## src/hdl/dcec_pkg.sv

```systemverilog
// Shared types and constants for the dual channel encoder calibrator.
// No dependencies; every other file in hdl/ imports this package.
package dcec_pkg;

	localparam int ADC_BITS       = 10;
	localparam int FRACTION_BITS  = 16;
	localparam int LEN_W          = 20;
	localparam logic [LEN_W-1:0] LEN_RESET = 20'd100000;

	localparam logic CMD_RESTART = 1'b0;
	localparam logic CMD_SAMPLE  = 1'b1;

	typedef logic [ADC_BITS-1:0] dcec_sample_t;

	typedef struct packed {
		logic         command;
		dcec_sample_t sample_a;
		dcec_sample_t sample_b;
	} dcec_in_t;

	typedef struct packed {
		dcec_sample_t min_a;
		dcec_sample_t max_a;
		dcec_sample_t min_b;
		dcec_sample_t max_b;
		dcec_sample_t zero_point_a;
		dcec_sample_t zero_point_b;
		dcec_sample_t half_turn_a;
		dcec_sample_t half_turn_b;
	} dcec_out_t;

	typedef enum logic [2:0] {
		ST_IDLE,
		ST_LOAD_A,
		ST_WAIT_A,
		ST_LOAD_B,
		ST_WAIT_B,
		ST_ERR,
		ST_EVAL
	} dcec_state_t;

	typedef enum logic [1:0] {
		PH_TRACK,
		PH_SEARCH,
		PH_DONE
	} dcec_phase_t;

endpackage

```

## src/hdl/dcec_divider.sv

```systemverilog
// Shared restoring divider: (dividend << FRACTION_BITS) / divisor, one quotient bit per cycle.
// Depends on dcec_pkg for the sample width.
module dcec_divider #(
	parameter int FRACTION_BITS = dcec_pkg::FRACTION_BITS
) (
	input  logic                                       clk,
	input  logic                                       arst_n,
	input  logic                                       start,
	input  dcec_pkg::dcec_sample_t                     dividend,
	input  dcec_pkg::dcec_sample_t                     divisor,
	output logic                                       done,
	output logic [dcec_pkg::ADC_BITS+FRACTION_BITS-1:0] quotient
);
	import dcec_pkg::*;

	localparam int N     = ADC_BITS + FRACTION_BITS;
	localparam int CNT_W = $clog2(N + 1);

	logic [CNT_W-1:0]    cnt_q;
	logic                done_q;
	logic [ADC_BITS-1:0] rem_q;
	logic [ADC_BITS-1:0] den_q;
	logic [N-1:0]        quo_q;

	logic [ADC_BITS:0]   trial;
	logic [ADC_BITS:0]   diff;
	logic                fits;
	logic [ADC_BITS-1:0] rem_next;

	always_comb begin
		trial    = {rem_q, quo_q[N-1]};
		fits     = trial >= {1'b0, den_q};
		diff     = trial - {1'b0, den_q};
		rem_next = fits ? diff[ADC_BITS-1:0] : trial[ADC_BITS-1:0];
	end

	always_ff @(posedge clk or negedge arst_n) begin
		if (!arst_n) begin
			cnt_q  <= '0;
			done_q <= 1'b0;
		end else begin
			done_q <= 1'b0;
			if (start) begin
				cnt_q <= CNT_W'(N);
			end else if (cnt_q != '0) begin
				cnt_q  <= cnt_q - 1'b1;
				done_q <= (cnt_q == CNT_W'(1));
			end
		end
	end

	// dividend bits shift out the top while quotient bits shift in at the bottom
	always_ff @(posedge clk) begin
		if (start) begin
			rem_q <= '0;
			den_q <= divisor;
			quo_q <= {dividend, {FRACTION_BITS{1'b0}}};
		end else if (cnt_q != '0) begin
			rem_q <= rem_next;
			quo_q <= {quo_q[N-2:0], fits};
		end
	end

	assign done     = done_q;
	assign quotient = quo_q;

endmodule

```

## src/hdl/dual_channel_encoder_calibrator_core.sv

```systemverilog
// Top level of the dual channel encoder calibrator: sequencer, calibration state, result register.
// Depends on dcec_pkg and dcec_divider.
//
// Each accepted item is one sample pair or a restart. A restart, a sample after calibration is
// done, and a tracking sample that does not end phase one are absorbed in idle and leave in_ready
// high. Every other sample runs two divisions in turn on the one shared bit-serial divider, one
// quotient bit a cycle; in_ready stays low until the sequencer is back in idle. The single
// result appears after the last sample of phase two and sits in an output register, so the next
// item can be taken while it waits; a new result stalls only if the old one is unread.
// phase_length is written through cfg_wr_en/cfg_wr_data; the user must write it only while
// the block is idle, as the block itself does not enforce this.
module dual_channel_encoder_calibrator_core #(
	parameter int FRACTION_BITS = dcec_pkg::FRACTION_BITS
) (
	input  logic                     clk,
	input  logic                     arst_n,
	input  logic                     in_valid,
	output logic                     in_ready,
	input  dcec_pkg::dcec_in_t       in_data,
	output logic                     out_valid,
	input  logic                     out_ready,
	output dcec_pkg::dcec_out_t      out_data,
	input  logic                     cfg_wr_en,
	input  logic [dcec_pkg::LEN_W-1:0] cfg_wr_data
);
	import dcec_pkg::*;

	localparam int N     = ADC_BITS + FRACTION_BITS;
	localparam int ERR_W = FRACTION_BITS + 8;
	localparam logic [ERR_W-1:0] ERR_MAX = {ERR_W{1'b1}};
	localparam logic [ERR_W:0]   ONE_FIX = (ERR_W+1)'(1) << FRACTION_BITS;

	dcec_state_t state_q, state_nx;
	dcec_phase_t phase_q;

	logic [LEN_W-1:0] phase_len_q;
	logic [LEN_W-1:0] sample_cnt_q;
	dcec_sample_t     min_a_q, max_a_q, min_b_q, max_b_q;
	dcec_sample_t     a_q, b_q;
	dcec_sample_t     bp_a0_q, bp_b0_q, bp_a180_q, bp_b180_q;
	logic [ERR_W-1:0] best0_q, best180_q;
	logic [ERR_W-1:0] qa_q, qb_q, err_q;
	logic             out_valid_q;
	dcec_out_t        out_data_q;

	logic             in_fire;
	logic             phase_ends;
	logic             div_start;
	dcec_sample_t     div_dividend, div_divisor;
	logic             div_done;
	logic [N-1:0]     div_quotient;
	logic [ERR_W-1:0] q_sat;
	logic             range_zero;
	logic [ERR_W:0]   sum;
	logic [ERR_W:0]   err_abs;
	logic             upd0, upd180;
	logic             emit;
	logic             slot_free;
	logic             eval_go;

	dcec_divider #(
		.FRACTION_BITS(FRACTION_BITS)
	) u_divider (
		.clk      (clk),
		.arst_n   (arst_n),
		.start    (div_start),
		.dividend (div_dividend),
		.divisor  (div_divisor),
		.done     (div_done),
		.quotient (div_quotient)
	);

	assign in_fire    = in_valid && in_ready;
	assign phase_ends = ({1'b0, sample_cnt_q} + (LEN_W+1)'(1)) >= {1'b0, phase_len_q};

	// divider result, saturated; a channel without range saturates outright
	always_comb begin
		if (state_q == ST_WAIT_A) begin
			range_zero = max_a_q <= min_a_q;
		end else begin
			range_zero = max_b_q <= min_b_q;
		end
		if (range_zero || (|div_quotient[N-1:ERR_W])) begin
			q_sat = ERR_MAX;
		end else begin
			q_sat = div_quotient[ERR_W-1:0];
		end
	end

	always_comb begin
		sum = {1'b0, qa_q} + {1'b0, qb_q};
		if (sum >= ONE_FIX) begin
			err_abs = sum - ONE_FIX;
		end else begin
			err_abs = ONE_FIX - sum;
		end
	end

	assign upd0      = (err_q < best0_q) && (a_q > b_q);
	assign upd180    = (err_q < best180_q) && (a_q < b_q);
	assign slot_free = !out_valid_q || out_ready;
	assign emit      = (state_q == ST_EVAL) && (phase_q == PH_SEARCH) && phase_ends;
	assign eval_go   = (state_q == ST_EVAL) && (!emit || slot_free);

	// next state
	always_comb begin
		state_nx = state_q;
		case (state_q)
			ST_IDLE: begin
				if (in_fire && in_data.command == CMD_SAMPLE) begin
					if (phase_q == PH_SEARCH || (phase_q == PH_TRACK && phase_ends)) begin
						state_nx = ST_LOAD_A;
					end
				end
			end
			ST_LOAD_A: state_nx = ST_WAIT_A;
			ST_WAIT_A: begin
				if (div_done) begin
					state_nx = ST_LOAD_B;
				end
			end
			ST_LOAD_B: state_nx = ST_WAIT_B;
			ST_WAIT_B: begin
				if (div_done) begin
					state_nx = ST_ERR;
				end
			end
			ST_ERR:  state_nx = ST_EVAL;
			ST_EVAL: begin
				if (eval_go) begin
					state_nx = ST_IDLE;
				end
			end
			default: state_nx = ST_IDLE;
		endcase
	end

	// outputs of the sequencer
	always_comb begin
		in_ready     = 1'b0;
		div_start    = 1'b0;
		div_dividend = a_q;
		div_divisor  = max_a_q - min_a_q;
		case (state_q)
			ST_IDLE:   in_ready = 1'b1;
			ST_LOAD_A: div_start = 1'b1;
			ST_LOAD_B: begin
				div_start    = 1'b1;
				div_dividend = b_q;
				div_divisor  = max_b_q - min_b_q;
			end
			default: begin
				in_ready  = 1'b0;
				div_start = 1'b0;
			end
		endcase
	end

	always_ff @(posedge clk or negedge arst_n) begin
		if (!arst_n) begin
			state_q      <= ST_IDLE;
			phase_q      <= PH_TRACK;
			phase_len_q  <= LEN_RESET;
			sample_cnt_q <= '0;
			min_a_q      <= '1;
			min_b_q      <= '1;
			max_a_q      <= '0;
			max_b_q      <= '0;
			best0_q      <= '0;
			best180_q    <= '0;
			bp_a0_q      <= '0;
			bp_b0_q      <= '0;
			bp_a180_q    <= '0;
			bp_b180_q    <= '0;
			out_valid_q  <= 1'b0;
		end else begin
			state_q <= state_nx;
			if (cfg_wr_en) begin
				phase_len_q <= cfg_wr_data;
			end

			if (in_fire && in_data.command == CMD_RESTART) begin
				phase_q      <= PH_TRACK;
				sample_cnt_q <= '0;
				min_a_q      <= '1;
				min_b_q      <= '1;
				max_a_q      <= '0;
				max_b_q      <= '0;
				best0_q      <= '0;
				best180_q    <= '0;
				bp_a0_q      <= '0;
				bp_b0_q      <= '0;
				bp_a180_q    <= '0;
				bp_b180_q    <= '0;
			end else if (in_fire && phase_q == PH_TRACK) begin
				if (in_data.sample_a < min_a_q) min_a_q <= in_data.sample_a;
				if (in_data.sample_a > max_a_q) max_a_q <= in_data.sample_a;
				if (in_data.sample_b < min_b_q) min_b_q <= in_data.sample_b;
				if (in_data.sample_b > max_b_q) max_b_q <= in_data.sample_b;
				// the final tracking sample finishes in EVAL
				if (!phase_ends) begin
					sample_cnt_q <= sample_cnt_q + 1'b1;
				end
			end

			if (eval_go) begin
				if (phase_q == PH_TRACK) begin
					best0_q      <= err_q;
					best180_q    <= err_q;
					sample_cnt_q <= '0;
					phase_q      <= PH_SEARCH;
				end else begin
					if (upd0) begin
						best0_q <= err_q;
						bp_a0_q <= a_q;
						bp_b0_q <= b_q;
					end
					if (upd180) begin
						best180_q <= err_q;
						bp_a180_q <= a_q;
						bp_b180_q <= b_q;
					end
					if (phase_ends) begin
						sample_cnt_q <= '0;
						phase_q      <= PH_DONE;
					end else begin
						sample_cnt_q <= sample_cnt_q + 1'b1;
					end
				end
			end

			if (eval_go && emit) begin
				out_valid_q <= 1'b1;
			end else if (out_ready) begin
				out_valid_q <= 1'b0;
			end
		end
	end

	// datapath registers
	always_ff @(posedge clk) begin
		if (in_fire) begin
			a_q <= in_data.sample_a;
			b_q <= in_data.sample_b;
		end
		if (state_q == ST_WAIT_A && div_done) begin
			qa_q <= q_sat;
		end
		if (state_q == ST_WAIT_B && div_done) begin
			qb_q <= q_sat;
		end
		if (state_q == ST_ERR) begin
			err_q <= err_abs[ERR_W] ? ERR_MAX : err_abs[ERR_W-1:0];
		end
		if (eval_go && emit) begin
			out_data_q.min_a        <= min_a_q;
			out_data_q.max_a        <= max_a_q;
			out_data_q.min_b        <= min_b_q;
			out_data_q.max_b        <= max_b_q;
			out_data_q.zero_point_a <= upd0 ? a_q : bp_a0_q;
			out_data_q.zero_point_b <= upd0 ? b_q : bp_b0_q;
			out_data_q.half_turn_a  <= upd180 ? a_q : bp_a180_q;
			out_data_q.half_turn_b  <= upd180 ? b_q : bp_b180_q;
		end
	end

	assign out_valid = out_valid_q;
	assign out_data  = out_data_q;

endmodule

```

## config.mk

```make
export PLATFORM = sky130hd
export DESIGN_NAME = dual_channel_encoder_calibrator_core
export DESIGN_NICKNAME = d
export VERILOG_FILES = /design/src/hdl/dcec_pkg.sv /design/src/hdl/dcec_divider.sv /design/src/hdl/dual_channel_encoder_calibrator_core.sv
export SDC_FILE = /design/constraint.sdc
export NUM_CORES = 1
export LEC_CHECK = 0
export ABC_AREA = 0
export ABC_CLOCK_PERIOD_IN_PS = 16800
export BUFFER_PORTS_ARGS = -buffer_cell sky130_fd_sc_hd__buf_2
export CAP_MARGIN = 20
export CELL_PAD_IN_SITES_DETAIL_PLACEMENT = 0
export CELL_PAD_IN_SITES_GLOBAL_PLACEMENT = 2
export CORE_AREA = 2 2 281 200
export CTS_CLUSTER_DIAMETER = 120
export DETAILED_ROUTE_END_ITERATION = 10
export DIE_AREA = 0 0 283 202
export PLACE_DENSITY = 0.9
export SLEW_MARGIN = 20
export SYNTH_ARGS = -nofsm -noshare
export SYNTH_HDL_FRONTEND = slang
export SYNTH_SLANG_ARGS = --single-unit
```

## constraint.sdc

```tcl
create_clock -name clk -period 16.8 [get_ports clk]
set_clock_uncertainty 0.1 [all_clocks]
set_input_delay 3.36 -clock clk [delete_from_list [all_inputs] [get_ports clk]]
set_output_delay 3.36 -clock clk [all_outputs]
set_load 0.01 [all_outputs]
```

==> impl_metrics.py <==
metrics = {
    "hold_path": {
        "hold_path_class": "reg -> reg",
    },
    "power_and_ir_drop": {
        "power_w": 0.00362,
        "powerDensity_nw_per_um2": 148,
        "ir_drop_mv": 0.0918,
        "leakagePower_nw": 11.0,
    },
    "synth": {
        "async_reset_ff_share_pct": 45.2,
        "synth_flop_cell": "edfxtp_1",
        "synth-xor-area-share_pct": 2.35,
        "synth_area_leaders": "edfxtp_1, dfrtp_1, ha_1",
        "syn_area_per_cell_um2": 10.5,
        "ys_ff_latch": 398,
        "synth_cells": 2052,
        "synth_top_family_by_area": "simple AND/OR/NAND/NOR gates",
        "yosys.area.top_type_share_pct": 26.6,
        "synth_cell_type_count": 78,
        "synth_warnings": 0,
        "synth_edf_count": 192,
        "yosysMostFrequentCell": "nand2_1",
        "synth_simple_gate_area_share_pct": 12.8,
        "syn_nets": 2278,
        "synth_top_area_cell": "edfxtp_1",
        "synth_compound_area_share_pct": 12.1,
        "synth_fa_ha_area_share_pct": 10.5,
        "ys_top_cells_by_count": "nand2_1, inv_1, edfxtp_1, ha_1, dfrtp_1",
        "muxShareOfSynthArea_pct": 7.41,
        "synth_area_um2": 21600,
        "yosysSeqAreaShare_pct": 50.0,
    },
    "detailed_routing": {
        "vias": 15200,
        "ant_nets": 0,
        "drc": 0,
        "wire_per_inst_um": 16.9,
        "dr.pass1.iters": 5,
        "first_iter_violations": 839,
        "routed_wl_um": 49700,
        "vias_per_cell": 5.16,
    },
    "floorplanning": {
        "ios": 128,
        "core_um2": 54500,
        "die_width_um": 283,
        "core.rowCount": 72,
        "die_h_um": 202,
        "die_area_um2": 57200,
        "start_util_pct": 39.7,
    },
    "placed_design": {
        "dp_hpwl_um": 35600,
        "port_buffers": 127,
        "gp_congestion": 0.816,
        "placed_cell_area_um2": 23100,
    },
    "sta": {
        "worst_pin_slew_ns": 1.01,
        "finalCritPeriodShare_pct": 32.9,
        "max_freq_mhz": 181,
        "finalHoldViolations": 0,
        "finalSetupViolations": 0,
        "slew_headroom_pct": 32.4,
        "finalCriticalPeriod_ns": 5.53,
        "slew_violations": 0,
        "rsz0062_at_grt": "false",
        "tns_ns": 0,
    },
    "global_route": {
        "grt_pass1_vias": 14800,
        "grt_usage_pct": 17.2,
        "grt_max_degree": 93,
        "antenna_found_initial": 1,
        "grt_pass1_wl_um": 80500,
        "gr-total-overflow": 0,
    },
    "critical_path": {
        "crit_required_ns": 17.12,
        "critPathMaxFanout": 10,
        "worst-setup-path-type": "in -> reg",
        "worstPathArrival_ns": 5.86,
        "cp-start-kind": "primary input",
        "cp-end-kind": "register",
    },
    "layout": {
        "area_growth_pct": 13.0,
        "nFillCells": 5114,
        "fin_area_um2": 24400,
        "drive_gt1_share_pct": 14.5,
        "num-nets-final": 2397,
        "n_antenna_cell": 0,
    },
    "clock_network": {
        "clkTransAtPathRegs_ns": 0.06,
        "htree_levels": 2,
        "postCtsHoldBufs": 0,
        "cts_tree": "done",
        "cts_buffers": 40,
        "cts_setup_buffers": 0,
        "clockRootBuffer": "clkbuf_16",
        "clock_latency_ns": 0.55,
        "cts_resized": 0,
        "max-clock-path-buffers": 3,
        "clock_sink_count": 398,
    },
    "run_status": {
        "outcome": "finished clean",
    },
    "run": {
        "maxCapViolCount": 0,
    },
}
layout make-up:
| class | instances | area (µm²) | share of cell area, % |
|---|---|---|---|
| Clock buffer | 45 | 1030 | 4.21 |
| Clock inverter | 27 | 226 | 0.926 |
| Inverter | 193 | 724 | 2.96 |
| Multi-Input combinational cell | 1386 | 9860 | 40.3 |
| Sequential cell | 398 | 10800 | 44.3 |
| Tap cell | 740 | 926 | 3.79 |
| Timing Repair Buffer | 152 | 857 | 3.51 |
per-layer routing:
metal | share of wire (%) | GRT usage (%) | vias up
met5 | 0 | 0 | -
met2 | 42 | 25.6 | 228
met4 | 1.3 | 3.13 | 0
met3 | 3.7 | 2.51 | 51
li1 | - | - | 7508
met1 | 53 | 26.7 | 7377
logic make-up (layout without fill, tap and decap cells):
kind of cell / Yosys count / after routing
multiplexers: 157 / 157
AO/OA/AOI/OAI: 410 / 410
buffers and inverters: 268 / 417
adder cells (fa/ha/maj): 180 / 180
XOR/XNOR: 58 / 58
flip-flops: 398 / 398
AND/OR/NAND/NOR: 581 / 581
state kept, by name, summed over array words and instances (netlist names), 24 cells and up:
signal              count
qa_q                   24
best180_q              24
err_q                  24
qb_q                   24
best0_q                24
u_divider.quotient     26
out_data               80
final timing paths:
check / start / end / slack, ns / depth (start not counted)
min in group asynchronous: arst_n / phase_len_q[18] / 2.60 / 1
worst max-delay path: in_data[11] / max_a_q[8] / 11.27 / 12
worst min register to register: u_divider.quotient[15] / u_divider.quotient[15] / 0.36 / 2
max in group asynchronous: arst_n / max_b_q[5] / 12.66 / 2
worst max register to register: sample_cnt_q[2] / out_data[46] / 11.93 / 16
worst min-delay path: u_divider.quotient[15] / u_divider.quotient[15] / 0.36 / 2
critical path: stages:
cell	delay [ns]
buf_2	0.14
ha_1	0.31
nor2b_1	0.13
o21a_1	0.17
o21a_1	0.17
o21a_1	0.17
o21a_1	0.17
o21ai_0	0.15
a21oi_1	0.12
o31ai_4	0.63
mux2i_1	0.28
nor2_1	0.05
metrics by stage:
| stage | worst slack [ns] | hold WS (ns) | instances | utilization (%) |
|---|---|---|---|---|
| 2_1_floorplan | 4.22 | 0.340 | 2052 | - |
| 3_3_place_gp | 10.46 | 0.354 | 2868 | 42.4 |
| 3_5_place_dp | 10.41 | 0.359 | 2868 | 42.4 |
| 4_1_cts | 10.97 | 0.368 | 2940 | 44.7 |
| 5_1_grt | 11.15 | 0.390 | 2941 | 44.9 |
| 6_report | 11.27 | 0.364 | 2941 | 44.9 |
report_power, final:
part / internal (W) / switching [W] / total [W]
combinational: 0.000542 / 0.000719 / 0.00126
clock: 0.000489 / 0.000387 / 0.000877
sequential: 0.00132 / 0.000162 / 0.00148
total: 0.00235 / 0.00127 / 0.00362
layout by cell type (no fill, tap or decap), types with 19 or more instances in the layout:
| cell type | n |
|---|---|
| dfrtp_1 | 154 |
| xnor2_1 | 39 |
| dfxtp_1 | 26 |
| nand3_1 | 57 |
| nand2_1 | 261 |
| edfxtp_1 | 192 |
| buf_2 | 126 |
| dfstp_2 | 26 |
| mux2_2 | 25 |
| nor3_1 | 25 |
| nand4_1 | 24 |
| xor2_1 | 19 |
| inv_1 | 193 |
| buf_4 | 22 |
| and3_1 | 19 |
| ha_1 | 176 |
| o21ai_0 | 111 |
| nand2b_1 | 24 |
| a21oi_1 | 99 |
| a31oi_1 | 19 |
| nor2_1 | 74 |
| o211ai_1 | 29 |
| mux2i_1 | 132 |
| or2_2 | 27 |
| clkbuf_16 | 40 |
| a21o_1 | 51 |
Note: power is estimated with default switching activity, not from simulation.
